$ cat src/rtl/cfp_pkg.sv
`default_nettype none

package cfp_pkg;

  localparam int unsigned MaxElements     = 8;
  localparam int unsigned MaxElementBytes = 255;

  localparam int unsigned DescWidth  = 16;
  localparam int unsigned CfgWidth   = 64;
  localparam int unsigned CountWidth = 4;
  localparam int unsigned OutWidth   = 24;

  localparam logic [7:0] ByteMax = 8'hff;

  typedef enum logic [1:0] {
    KIND_DATA     = 2'd0,
    KIND_MAGIC    = 2'd1,
    KIND_LENGTH   = 2'd2,
    KIND_CHECKSUM = 2'd3
  } elem_kind_e;

  typedef enum logic [2:0] {
    ST_ACCEPTED    = 3'd0,
    ST_COMPLETE    = 3'd1,
    ST_MAGIC_FAIL  = 3'd2,
    ST_CHKSUM_FAIL = 3'd3,
    ST_IGNORED     = 3'd4
  } status_e;

  typedef enum logic [1:0] {
    CFG_DESC_LOW  = 2'd0,
    CFG_DESC_HIGH = 2'd1,
    CFG_COUNT     = 2'd2,
    CFG_MAGIC     = 2'd3
  } cfg_index_e;

  // Descriptor i sits in the low register for elements 0..3, in the high one otherwise.
  function automatic logic [DescWidth-1:0] desc_of(input logic [CfgWidth-1:0] lo,
                                                   input logic [CfgWidth-1:0] hi,
                                                   input logic [2:0]          idx);
    logic [CfgWidth-1:0] word;
    word = idx[2] ? hi : lo;
    return word[{idx[1:0], 4'b0000} +: DescWidth];
  endfunction

endpackage

`default_nettype wire

$ cat src/rtl/configurable_frame_parser.sv
`default_nettype none

// Frame parser for a byte stream laid out by up to eight element descriptors
// (data, magic, length, checksum). Every received byte produces exactly one
// result transfer carrying the byte, the element and offset it was matched
// against, and a status (accepted, frame complete, magic fail, checksum fail,
// ignored). The block takes one byte per clock cycle while the output is ready;
// the result is registered, and the element pointer, offset, running sum and field value are all updated by
// a single registered step. The result register takes a new byte in the same
// cycle in which its previous result is taken, so bytes stream back to back
// while the output is ready; a result that still waits holds off the input.
// Any configuration write restarts the parser; there is no initialization
// pass after reset.
module configurable_frame_parser #(
  parameter int unsigned MAX_ELEMENTS      = cfp_pkg::MaxElements,
  parameter int unsigned MAX_ELEMENT_BYTES = cfp_pkg::MaxElementBytes
) (
  input  wire logic                         clk_i,
  input  wire logic                         rst_ni,

  input  wire logic                         cfg_we_i,
  input  wire logic [1:0]                   cfg_index_i,
  input  wire logic [cfp_pkg::CfgWidth-1:0] cfg_data_i,

  input  wire logic                         s_axis_tvalid,
  output logic                              s_axis_tready,
  input  wire logic [7:0]                   s_axis_tdata,   // rx_byte

  output logic                              m_axis_tvalid,
  input  wire logic                         m_axis_tready,
  // data_byte[7:0], element_number[10:8], byte_offset[18:11], status[21:19], zero[23:22]
  output logic [cfp_pkg::OutWidth-1:0]      m_axis_tdata
);

  localparam logic [cfp_pkg::CountWidth-1:0] NumMax =
    cfp_pkg::CountWidth'(MAX_ELEMENTS);
  localparam logic [7:0] SizeMax = 8'(MAX_ELEMENT_BYTES);

  // Configuration registers
  logic [cfp_pkg::CfgWidth-1:0]   desc_lo_q, desc_hi_q, magic_q;
  logic [cfp_pkg::CountWidth-1:0] count_q;

  // Parser state; restart_q stands for the freshly restarted state.
  logic                 restart_q;
  logic [2:0]           ptr_q;
  logic [7:0]           off_q, size_q, bound_q;
  logic                 acc_q, seen_q;
  logic [63:0]          sum_q, val_q;

  logic                        out_valid_q;
  logic [cfp_pkg::OutWidth-1:0] out_data_q;

  logic s_fire;
  assign s_axis_tready = !out_valid_q || m_axis_tready;
  assign s_fire        = s_axis_tvalid && s_axis_tready;

  function automatic logic [7:0] elem_size(input logic [cfp_pkg::DescWidth-1:0] d,
                                           input logic                         seen,
                                           input logic [7:0]                   bound);
    logic [7:0] s;
    s = (d[7:0] > SizeMax) ? SizeMax : d[7:0];
    if (d[12] && seen && (bound < s)) begin
      s = bound;
    end
    return s;
  endfunction

  logic [cfp_pkg::CountWidth-1:0] n_used;
  logic [7:0] first_sz [MAX_ELEMENTS];
  logic [7:0] next_sz  [MAX_ELEMENTS];
  logic       first_found, next_found;
  logic [2:0] first_idx, next_idx;
  logic [7:0] first_size, next_size;

  logic [2:0]  ptr_e;
  logic [7:0]  off_e, size_e, bound_e;
  logic        acc_e, seen_e, active_e;
  logic [63:0] sum_e, val_e;

  logic [cfp_pkg::DescWidth-1:0] desc;
  cfp_pkg::elem_kind_e            kind;
  logic                           rev, sumf, last;
  logic [7:0]                     mag_idx, expect_b, b;
  logic                           magic_bad, ck_bad;
  logic [63:0]                    new_sum, new_val, mask;
  logic                           len_hit, seen_n;
  logic [7:0]                     bound_n;
  logic [cfp_pkg::CountWidth-1:0] next_start;
  cfp_pkg::status_e               status;

  assign n_used = (count_q > NumMax) ? NumMax : count_q;
  assign b      = s_axis_tdata;

  // First nonempty element of a fresh frame.
  always_comb begin
    first_found = 1'b0;
    first_idx   = '0;
    first_size  = '0;
    for (int i = MAX_ELEMENTS - 1; i >= 0; i--) begin
      first_sz[i] = elem_size(cfp_pkg::desc_of(desc_lo_q, desc_hi_q, 3'(i)), 1'b0, 8'd0);
      if ((cfp_pkg::CountWidth'(i) < n_used) && (first_sz[i] != 8'd0)) begin
        first_found = 1'b1;
        first_idx   = 3'(i);
        first_size  = first_sz[i];
      end
    end
  end

  // Effective state: a pending restart overrides the stored state.
  always_comb begin
    if (restart_q) begin
      ptr_e    = first_found ? first_idx : 3'd0;
      off_e    = '0;
      size_e   = first_size;
      acc_e    = 1'b0;
      seen_e   = 1'b0;
      bound_e  = '0;
      sum_e    = '0;
      val_e    = '0;
      active_e = first_found;
    end else begin
      ptr_e    = ptr_q;
      off_e    = off_q;
      size_e   = size_q;
      acc_e    = acc_q;
      seen_e   = seen_q;
      bound_e  = bound_q;
      sum_e    = sum_q;
      val_e    = val_q;
      active_e = 1'b1;
    end
  end

  always_comb begin
    desc = cfp_pkg::desc_of(desc_lo_q, desc_hi_q, ptr_e);
    kind = cfp_pkg::elem_kind_e'(desc[9:8]);
    rev  = desc[10];
    sumf = desc[11];
    last = ({1'b0, off_e} + 9'd1) == {1'b0, size_e};

    mag_idx   = rev ? (size_e - 8'd1 - off_e) : off_e;
    expect_b  = (mag_idx < 8'd8) ? magic_q[{mag_idx[2:0], 3'b000} +: 8] : 8'd0;
    magic_bad = (kind == cfp_pkg::KIND_MAGIC) && (expect_b != b);

    new_sum = sumf ? (sum_e + {56'd0, b}) : sum_e;
    if (rev) begin
      new_val = {val_e[55:0], b};
    end else if (off_e < 8'd8) begin
      new_val = val_e | ({56'd0, b} << {off_e[2:0], 3'b000});
    end else begin
      new_val = val_e;
    end

    mask   = (size_e >= 8'd8) ? '1 : ~('1 << {size_e[2:0], 3'b000});
    ck_bad = !magic_bad && last && (kind == cfp_pkg::KIND_CHECKSUM) &&
             (new_val != (new_sum & mask));

    // Only the first length element after element zero binds sizes.
    len_hit = last && (kind == cfp_pkg::KIND_LENGTH) && (ptr_e != 3'd0) && !seen_e;
    seen_n  = seen_e || len_hit;
    bound_n = len_hit ? ((|new_val[63:8]) ? cfp_pkg::ByteMax : new_val[7:0]) : bound_e;
  end

  // Next nonempty element after the current one, with any fresh length binding.
  always_comb begin
    next_start = {1'b0, ptr_e} + cfp_pkg::CountWidth'(1);
    next_found = 1'b0;
    next_idx   = '0;
    next_size  = '0;
    for (int i = MAX_ELEMENTS - 1; i >= 0; i--) begin
      next_sz[i] = elem_size(cfp_pkg::desc_of(desc_lo_q, desc_hi_q, 3'(i)), seen_n, bound_n);
      if ((cfp_pkg::CountWidth'(i) >= next_start) &&
          (cfp_pkg::CountWidth'(i) < n_used) && (next_sz[i] != 8'd0)) begin
        next_found = 1'b1;
        next_idx   = 3'(i);
        next_size  = next_sz[i];
      end
    end
  end

  always_comb begin
    priority if (!active_e) begin
      status = cfp_pkg::ST_IGNORED;
    end else if (magic_bad) begin
      status = acc_e ? cfp_pkg::ST_MAGIC_FAIL : cfp_pkg::ST_IGNORED;
    end else if (ck_bad) begin
      status = acc_e ? cfp_pkg::ST_CHKSUM_FAIL : cfp_pkg::ST_IGNORED;
    end else if (last && !next_found) begin
      status = cfp_pkg::ST_COMPLETE;
    end else begin
      status = cfp_pkg::ST_ACCEPTED;
    end
  end

  always_ff @(posedge clk_i or negedge rst_ni) begin
    if (!rst_ni) begin
      desc_lo_q <= '0;
      desc_hi_q <= '0;
      count_q   <= cfp_pkg::CountWidth'(1);
      magic_q   <= '0;
      restart_q <= 1'b1;
      ptr_q     <= '0;
      off_q     <= '0;
      size_q    <= '0;
      acc_q     <= 1'b0;
      seen_q    <= 1'b0;
      bound_q   <= '0;
    end else if (cfg_we_i) begin
      unique case (cfp_pkg::cfg_index_e'(cfg_index_i))
        cfp_pkg::CFG_DESC_LOW:  desc_lo_q <= cfg_data_i;
        cfp_pkg::CFG_DESC_HIGH: desc_hi_q <= cfg_data_i;
        cfp_pkg::CFG_COUNT:     count_q   <= cfg_data_i[cfp_pkg::CountWidth-1:0];
        cfp_pkg::CFG_MAGIC:     magic_q   <= cfg_data_i;
        default:                count_q   <= count_q;
      endcase
      restart_q <= 1'b1;
    end else if (s_fire) begin
      unique case (status)
        cfp_pkg::ST_MAGIC_FAIL, cfp_pkg::ST_CHKSUM_FAIL, cfp_pkg::ST_COMPLETE: begin
          restart_q <= 1'b1;
        end
        cfp_pkg::ST_ACCEPTED: begin
          restart_q <= 1'b0;
          acc_q     <= 1'b1;
          seen_q    <= seen_n;
          bound_q   <= bound_n;
          if (last) begin
            ptr_q  <= next_idx;
            size_q <= next_size;
            off_q  <= '0;
          end else begin
            ptr_q  <= ptr_e;
            size_q <= size_e;
            off_q  <= off_e + 8'd1;
          end
        end
        default: begin
          restart_q <= restart_q;
        end
      endcase
    end
  end

  always_ff @(posedge clk_i) begin
    if (s_fire && !cfg_we_i && (status == cfp_pkg::ST_ACCEPTED)) begin
      sum_q <= new_sum;
      val_q <= last ? 64'd0 : new_val;
    end
  end

  always_ff @(posedge clk_i or negedge rst_ni) begin
    if (!rst_ni) begin
      out_valid_q <= 1'b0;
    end else if (s_axis_tready) begin
      out_valid_q <= s_axis_tvalid;
    end
  end

  always_ff @(posedge clk_i) begin
    if (s_fire) begin
      out_data_q <= {2'b00, status, off_e, ptr_e, b};
    end
  end

  assign m_axis_tvalid = out_valid_q;
  assign m_axis_tdata  = out_data_q;

  // Every configuration write leaves the parser at the start of a frame.
  a_cfg_restart: assert property (@(posedge clk_i) disable iff (!rst_ni)
    cfg_we_i |=> restart_q)
    else $error("configuration write did not restart the parser");

  // A completed frame always starts over.
  a_complete_restart: assert property (@(posedge clk_i) disable iff (!rst_ni)
    (s_fire && !cfg_we_i && (status == cfp_pkg::ST_COMPLETE)) |=> restart_q)
    else $error("parser did not restart after a complete frame");

  // Inside a frame the current element is nonempty and the offset lies within it.
  a_offset_in_range: assert property (@(posedge clk_i) disable iff (!rst_ni)
    !restart_q |-> ((size_q != 8'd0) && (off_q < size_q)))
    else $error("element offset outside the current element");

  // An ignored byte never advances the parser.
  a_ignored_holds: assert property (@(posedge clk_i) disable iff (!rst_ni)
    (s_fire && !cfg_we_i && (status == cfp_pkg::ST_IGNORED)) |=>
      ($stable(restart_q) && $stable(ptr_q) && $stable(off_q)))
    else $error("ignored byte changed the parser state");

endmodule

`default_nettype wire
$ cat config.mk
export PLATFORM = sky130hd
export DESIGN_NAME = configurable_frame_parser
export DESIGN_NICKNAME = d
export VERILOG_FILES = /design/src/rtl/cfp_pkg.sv /design/src/rtl/configurable_frame_parser.sv
export SDC_FILE = /design/constraint.sdc
export NUM_CORES = 1
export LEC_CHECK = 0
export ABC_AREA = 1
export BUFFER_PORTS_ARGS = -buffer_cell sky130_fd_sc_hd__buf_2
export CORE_MARGIN = 1.5
export CORE_UTILIZATION = 64
export DETAILED_ROUTE_END_ITERATION = 10
export PLACE_DENSITY = 0.82
export SKIP_CTS_REPAIR_TIMING = 1
export SLEW_MARGIN = 5
export SYNTH_ARGS = -nofsm -noshare
export SYNTH_HDL_FRONTEND = slang
export SYNTH_SLANG_ARGS = --single-unit
$ cat constraint.sdc
create_clock -name clk_i -period 9.25 [get_ports clk_i]
set_input_delay 1.3875 -clock clk_i [delete_from_list [all_inputs] [get_ports clk_i]]
set_output_delay 1.3875 -clock clk_i [all_outputs]
set_load 0.05 [all_outputs]
[After elaboration in Yosys (flattened, before gate mapping)]
Index checks and enable logic that the tools add are counted.
Cells by class
  add/sub/neg operators: 6
  $lt $le $gt $ge: 36
  equal/unequal tests: 12
  shift operators: 4
  mux-type cells: 96
  bitwise operators: 4
  reductions and logical operators: 87
Operators by type and width (number)
  $mux W64: 7
  $mux W8: 41
  $reduce_bool A8 Y1: 16
  $mux W3: 24
  $add A64 B8 Y64: 1
  $and A64 B64 Y64: 1
  $gt A8 B8 Y1 const B: 8
  $lt A8 B8 Y1: 8
  $ne A64 B64 Y1: 1
  $not A64 Y64: 1
  $or A64 B64 Y64: 1
  $shiftx A64 B7 Y12: 1
  $shiftx A64 B7 Y8: 1
  $shl A64 B6 Y64 const A: 1
  $shl A8 B6 Y64: 1
  $reduce_or A56 Y1: 1
  $logic_and A1 B1 Y1: 51
  $mux W1: 22
  $ge A3 B4 Y1 const A: 4
  $lt A3 B4 Y1 const A: 4
  $lt A8 B4 Y1 const B: 2
  $reduce_and A2 Y1: 5
  $add A8 B1 Y9 const B: 1
  $eq A9 B8 Y1: 1
  26 further kinds: 41
Word-level totals
  register bits after elaboration: 377
  logic and storage cells: 260

[Longest topological paths before layout]
  depth in word-level cells: 45
  mapped depth: 53
  depth with buffers taken out: 50

[Worst setup path before layout]
Ideal clock, no wire load.
  kind: flip-flop to flip-flop
  start point: reg restart_q
  end point: reg sum_q[0] (enable)
  arrival time: 7.616 ns
  path slack: 1.208 ns
  stages on the path, launching flop included: 40
  buffers on the path: 5
  period minus slack after synthesis: 8.042 ns
  cells stage by stage: dfstp_2 > buf_4 > buf_2 > buf_1 > clkbuf_1 > clkbuf_1 > nor2_1 > a221o_1 > inv_1 > ha_1 > a21oi_1 > nand3_1 > nor2_1 > nand2_1 > nor2_1 > nand3_1 > nor2_1 > nand2_1 > [4 not listed] > ha_1 > a21oi_1 > o21ai_0 > nor3_1 > nand2_2 > nand2_1 > nand2_1 > nand2_1 > nor2_1 > nand2_1 > nand2_1 > nand2_1 > nor2_2 > nand2_1 > nand2_1 > nand2_2 > nand3_4 > inv_2
Between the ends
  cells in the longest elaborated chain, start to end: 29
  elaborated cells on any way between the ends: 133
Ends and longest elaborated chain
  from (decl): line configurable_frame_parser.sv:44  | logic restart_q;
  from (signal assigned): line configurable_frame_parser.sv:238  | restart_q <= restart_q;
  branches (longest 7 deep; another with $mux W64)
  $mux W8 (*): line configurable_frame_parser.sv:161  | bound_n = len_hit ? ((|new_val[63:8]) ? cfp_pkg::ByteMax : new_val[7:0]) : bound_e;
  named net bound_n[5]: line configurable_frame_parser.sv:87  | logic [7:0] bound_n;
  $lt A8 B8 Y1: line configurable_frame_parser.sv:62  | if (d[12] && seen && (bound < s)) begin
  $logic_and A1 B1 Y1: line configurable_frame_parser.sv:62
  $mux W8: line configurable_frame_parser.sv:62
  $reduce_bool A8 Y1: line configurable_frame_parser.sv:173  | (cfp_pkg::CountWidth'(i) < n_used) && (next_sz[i] != 8'd0)) begin
  $logic_and A1 B1 Y1: line configurable_frame_parser.sv:173
  [8 not listed]
  $logic_not A1 Y1 (*): line configurable_frame_parser.sv:188  | end else if (last && !next_found) begin
  $logic_and A1 B1 Y1 (*): line configurable_frame_parser.sv:188
  $mux W1 (*): line configurable_frame_parser.sv:188
  $mux W3 (*): line configurable_frame_parser.sv:186  | end else if (ck_bad) begin
  $mux W3 (*): line configurable_frame_parser.sv:184  | end else if (magic_bad) begin
  $mux W3 (*): line configurable_frame_parser.sv:182  | priority if (!active_e) begin
  $logic_not A3 Y1 (*): line configurable_frame_parser.sv:245  | if (s_fire && !cfg_we_i && (status == cfp_pkg::ST_ACCEPTED)) begin
  $logic_and A1 B1 Y1 (*): line configurable_frame_parser.sv:245
  to (signal assigned): line configurable_frame_parser.sv:246  | sum_q <= new_sum;
  to (decl): line configurable_frame_parser.sv:48  | logic [63:0] sum_q, val_q;
Mark *: on every way through the listed nets, which the timed path passes.
A chain may end at the register's enable or synchronous reset.

[Worst setup path after layout]
  start point: reg count_q[3] (netlist name)
  end point: reg sum_q[4] (enable)
Between the ends
  elaborated cells on any way between the ends: 161
RTL lines
  from (decl): line configurable_frame_parser.sv:41  | logic [cfp_pkg::CountWidth-1:0] count_q;
  from (signal assigned): line configurable_frame_parser.sv:199  | count_q <= cfp_pkg::CountWidth'(1);
  from (signal assigned): line configurable_frame_parser.sv:212  | cfp_pkg::CFG_COUNT: count_q <= cfg_data_i[cfp_pkg::CountWidth-1:0];
  from (signal assigned): line configurable_frame_parser.sv:214  | default: count_q <= count_q;
  $gt A4 B4 Y1: line configurable_frame_parser.sv:91  | assign n_used = (count_q > NumMax) ? NumMax : count_q;
  $mux W4 (*): line configurable_frame_parser.sv:91
  $lt A3 B4 Y1: line configurable_frame_parser.sv:101  | if ((cfp_pkg::CountWidth'(i) < n_used) && (first_sz[i] != 8'd0)) begin
  $logic_and A1 B1 Y1: line configurable_frame_parser.sv:101
  $mux W3 / $mux W1 (equally long branches) (8 in a row): line configurable_frame_parser.sv:101
  $mux W3 (*): line configurable_frame_parser.sv:112  | ptr_e = first_found ? first_idx : 3'd0;
  $mux W3 (*): line configurable_frame_parser.sv:111  | if (restart_q) begin
  named net ptr_e[1]: line configurable_frame_parser.sv:75  | logic [2:0] ptr_e;
  [6 not listed]
  named net bound_n[5]: line configurable_frame_parser.sv:87
  [13 not listed]
  $logic_not A1 Y1 (*): line configurable_frame_parser.sv:188
  $logic_and A1 B1 Y1 (*): line configurable_frame_parser.sv:188
  $mux W1 (*): line configurable_frame_parser.sv:188
  $mux W3 (*): line configurable_frame_parser.sv:186
  $mux W3 (*): line configurable_frame_parser.sv:184
  $mux W3 (*): line configurable_frame_parser.sv:182
  $logic_not A3 Y1 (*): line configurable_frame_parser.sv:245
  $logic_and A1 B1 Y1 (*): line configurable_frame_parser.sv:245
Marks and branches as above.

==> metrics.log <==
[metrics] status: complete, no violations
[metrics] reg-to-reg startpoint: count_q[3]
[metrics] endpoint of the worst hold path: acc_q
[metrics] area used by multi-input combinational logic: 13100 um2
[metrics] die area: around 41000 um2
[metrics] per-cell via count in the routed design: ~5.7
[metrics] total congestion overflow: 0
[metrics] slowest cell delay on critical path: about 0.52 ns
[metrics] proportion of register bits with asynchronous set or reset after synthesis: between 50 and 60%
[metrics] antenna viol nets, final: 0
[metrics] WP data required: about 9.5 ns
[metrics] I/O Buffers: 102
[metrics] power density over cell area: approximately 250 nW/um2
[metrics] switching power total: 3120 uW
[metrics] final hold slack: about 0.47 ns
[metrics] most common library cells after synthesis: nand2_1 (1124), inv_1 (614), nor2_1 (420)
[metrics] via count: 24.9k
[metrics] yosys synthesis warning count: 0
[metrics] most frequently used cell type in the post-synthesis netlist: nand2_1
[metrics] synth top area cells: dfrtp_1 (20%), edfxtp_1 (18%), nand2_1 (16%)
[metrics] number of fill cells: 3397
[metrics] average wire per standard cell: slightly below 20 um
[metrics] Highest Clock Rate: roughly 110 MHz
[metrics] number of sinks on the clock net: around 350
[metrics] switching share of total power: approximately 45%
[metrics] placement row count: 73
[metrics] Worst Hold Depth: 2
[metrics] CTS tree: done
[metrics] area taken by flip-flops and latches: 9590 um2
[metrics] Reg-to-Reg End: sum_q[4]
[metrics] antenna violations before repair: 1
[metrics] initial core utilization: between 60% and 70%
[metrics] startpoint of the tightest hold check path: acc_q
[metrics] setup skew after layout: between 0.02 and 0.025 ns
[metrics] placed wire-length estimate: ~60 mm
[metrics] DRC violations left: 0
[metrics] type of the setup path with the least slack: register to register
[metrics] cell chosen for the clock root: clkbuf_16
[metrics] unrepaired setup endpoints after global routing: no
[metrics] leakage power: about 0.014 uW
[metrics] maximum VDD drop: 0.189 mV
[metrics] CP Launch Type: register
[metrics] Chip Width: between 200 and 250 um
[metrics] Antenna Diode Count: 0
[metrics] number of enable-type register cells in the synthesized netlist: 150
[metrics] synthesized instance count: approximately 3.7k
[metrics] CTS max path bufs: 3
[metrics] worst slew margin relative to its limit: between 20% and 30%
[metrics] distinct cell type count after synthesis: a little under 60
[metrics] fin. max-slew vios: 0
[metrics] Combinational Power Share: between 40% and 50%
[metrics] share of layout cells above drive strength 1: 8.01%
[metrics] sum of negative setup slack: 0 ns
[metrics] final wirelength: 84.2 mm
[metrics] post-layout minimum cycle time: a little under 9 ns
[metrics] number of global-route vias before repair: between 20k and 25k
[metrics] sequential share of the synthesized area: between 30 and 40%
[metrics] synthesized flop and latch total: about 350
[metrics] arrival time reported for the critical path endpoint: around 8.9 ns
[metrics] post-route clock period utilization: 94.3%
[metrics] sequential fraction of design power: 30.3%
[metrics] number of setup violations in the final report: 0
[metrics] H-tree depth: 2
[metrics] most common flop cell mapped by yosys: dfrtp_1
[metrics] total number of nets in the final design: around 3.9k
[metrics] floorplan core area: a little under 40000 um2
[metrics] I/O pin cnt: around 110
[metrics] all-layer global routing usage: roughly 41%
[metrics] total count of hold-check failures in the final report: 0
[metrics] Hold Crit Class: register to register
[metrics] Critical Path Slowest Stage Cell: nor2_1
[metrics] Internal: 3840 uW
[metrics] Final Non-Filler Cells: 4344
[metrics] max-cap violations: 0
[metrics] Placed Area: between 20000 and 30000 um2
[metrics] average size of a mapped cell: around 7 um2
[metrics] post-route core utilization: between 70% and 80%
[metrics] 1st-pass router iterations: 7
[metrics] number of placed cells counting well taps: around 4.3k
[metrics] crit path max fanout: between 60 and 70
[metrics] register-to-register path setup slack: 0.53 ns
[metrics] number of buffers created by CTS: 39
[metrics] reg2reg path depth: 41
[metrics] largest net degree at the start of global routing: approximately 120
[metrics] Iter 0 DRT Violations: 2972
[metrics] cell type with the highest occurrence count on the critical path: nand2_1
[metrics] cell area after layout: ~28000 um2
[metrics] clock input transition at the sequential cells of the worst setup and hold paths: ~0.060 ns
[metrics] Clock Latency Late Sink: 0.59 ns
[metrics] clock network fraction of design power: around a quarter
[metrics] Critical Path End Type: register
[metrics] wire length of the first global-routing pass: between 100 and 150 mm
[metrics] Worst Max-Slew Pin Slew: 1.14 ns
[metrics] post-synthesis cell area: 25600 um2
[metrics] gp weighted congestion: roughly 1.1
[metrics] cell taking the most area after synthesis: dfrtp_1
[metrics] Synth-to-Final Area Change: 9.04%
[metrics] Die H: ~200 um
[metrics] area share of the largest cell type after synthesis: approximately 20%
## layer usage
layer	track usage [%]	up-vias	share of wire (%)
met3	7.27	391	8.9
met5	0	-	0.015
met2	69.1	1393	47
li1	-	11900	-
met4	30.3	2	8.4
met1	47.5	11300	36
## worst max-delay path, delay by kind of cell (launching register included)
kind	cells	cell delay, ns
flip-flops	1	0.50
buffers and inverters	5	1.28
AND/OR/NAND/NOR	31	5.37
adder cells (fa/ha/maj)	1	0.38
AO/OA/AOI/OAI	4	0.76
## sequential cells by signal (all words and copies together), names as in the netlist, 8 cells and up
name / cells
bound_q: 8
desc_hi_q: 52
desc_lo_q: 52
m_axis_tdata: 22
magic_q: 64
off_q: 8
size_q: 8
sum_q: 64
val_q: 64
## worst max path at each step
stage             startpoint         to  slack (ns)  cells after the start
6_report          count_q[3]   sum_q[4]        0.53                     41
5_1_grt           count_q[3]  size_q[5]       0.009                     42
4_1_cts        desc_lo_q[48]  size_q[3]        0.73                     40
3_5_place_dp   desc_lo_q[48]  size_q[3]        0.78                     42
3_3_place_gp   desc_lo_q[48]  size_q[4]        0.85                     42
2_1_floorplan      restart_q   sum_q[0]        1.21                     39
## layout make-up
type / count / share of cell area (%)
Inverter: 626 / 8.43
Tap cell: 525 / 2.36
Timing Repair Buffer: 133 / 2.80
Clock buffer: 57 / 4.21
Sequential cell: 353 / 34.4
Multi-Input combinational cell: 2635 / 47.1
Clock inverter: 15 / 0.722
## metrics by stage
| step | worst slack [ns] | power [uW] |
|---|---|---|
| floorplan | 1.21 | 4290 |
| global placement | 0.855 | 5130 |
| detailed placement | 0.783 | 5170 |
| CTS | 0.728 | 6830 |
| global route | 0.00918 | 7340 |
| finish | 0.532 | 6960 |
## power groups by stage
stage | combinational (uW) | sequential (uW) | clock, uW
6_report | 3190 | 2100 | 1660
5_1_grt | 3500 | 2120 | 1720
4_1_cts | 3070 | 2100 | 1660
3_5_place_dp | 3050 | 2120 | 0
3_3_place_gp | 3020 | 2110 | 0
2_1_floorplan | 2200 | 2090 | 0
## placed cells by master (no fill, tap or decap), types with 7 or more instances in the layout
cell and count:
nand2_1 1124, inv_1 614, nor2_1 419, o21ai_0 284, dfrtp_1 201, nand3_1 159, edfxtp_1 150, xor2_1 123
buf_2 101, a21oi_1 85, ha_1 77, o21ai_1 50, nor3_1 46, clkbuf_16 39, buf_4 28, o211ai_1 25
nand4_1 25, nand2_2 24, nor4_1 23, a31oi_1 22, or2_2 16, xnor2_1 16, o41ai_1 15, clkbuf_8 14
mux2_2 12, nand3b_1 9, inv_2 8, nor2_2 8, o311ai_0 7, o221ai_1 7
## cells by family (layout without fill, tap and decap cells)
| kind of cell | count (synthesis) | in the layout | share of synthesized area (%) |
|---|---|---|---|
| AOI/OAI and AO/OA | 516 | 516 | 11.2 |
| xor gates and xnor gates | 139 | 139 | 4.76 |
| and+or+nand+nor | 1887 | 1887 | 30.6 |
| other | 1 | 2 | 0.0147 |
| adders and majority gates | 79 | 79 | 3.92 |
| DFF | 353 | 353 | 37.5 |
| buffers and inverters | 749 | 831 | 11.5 |
| muxes | 12 | 12 | 0.528 |
No activity file was read; power rests on OpenSTA's default activity.
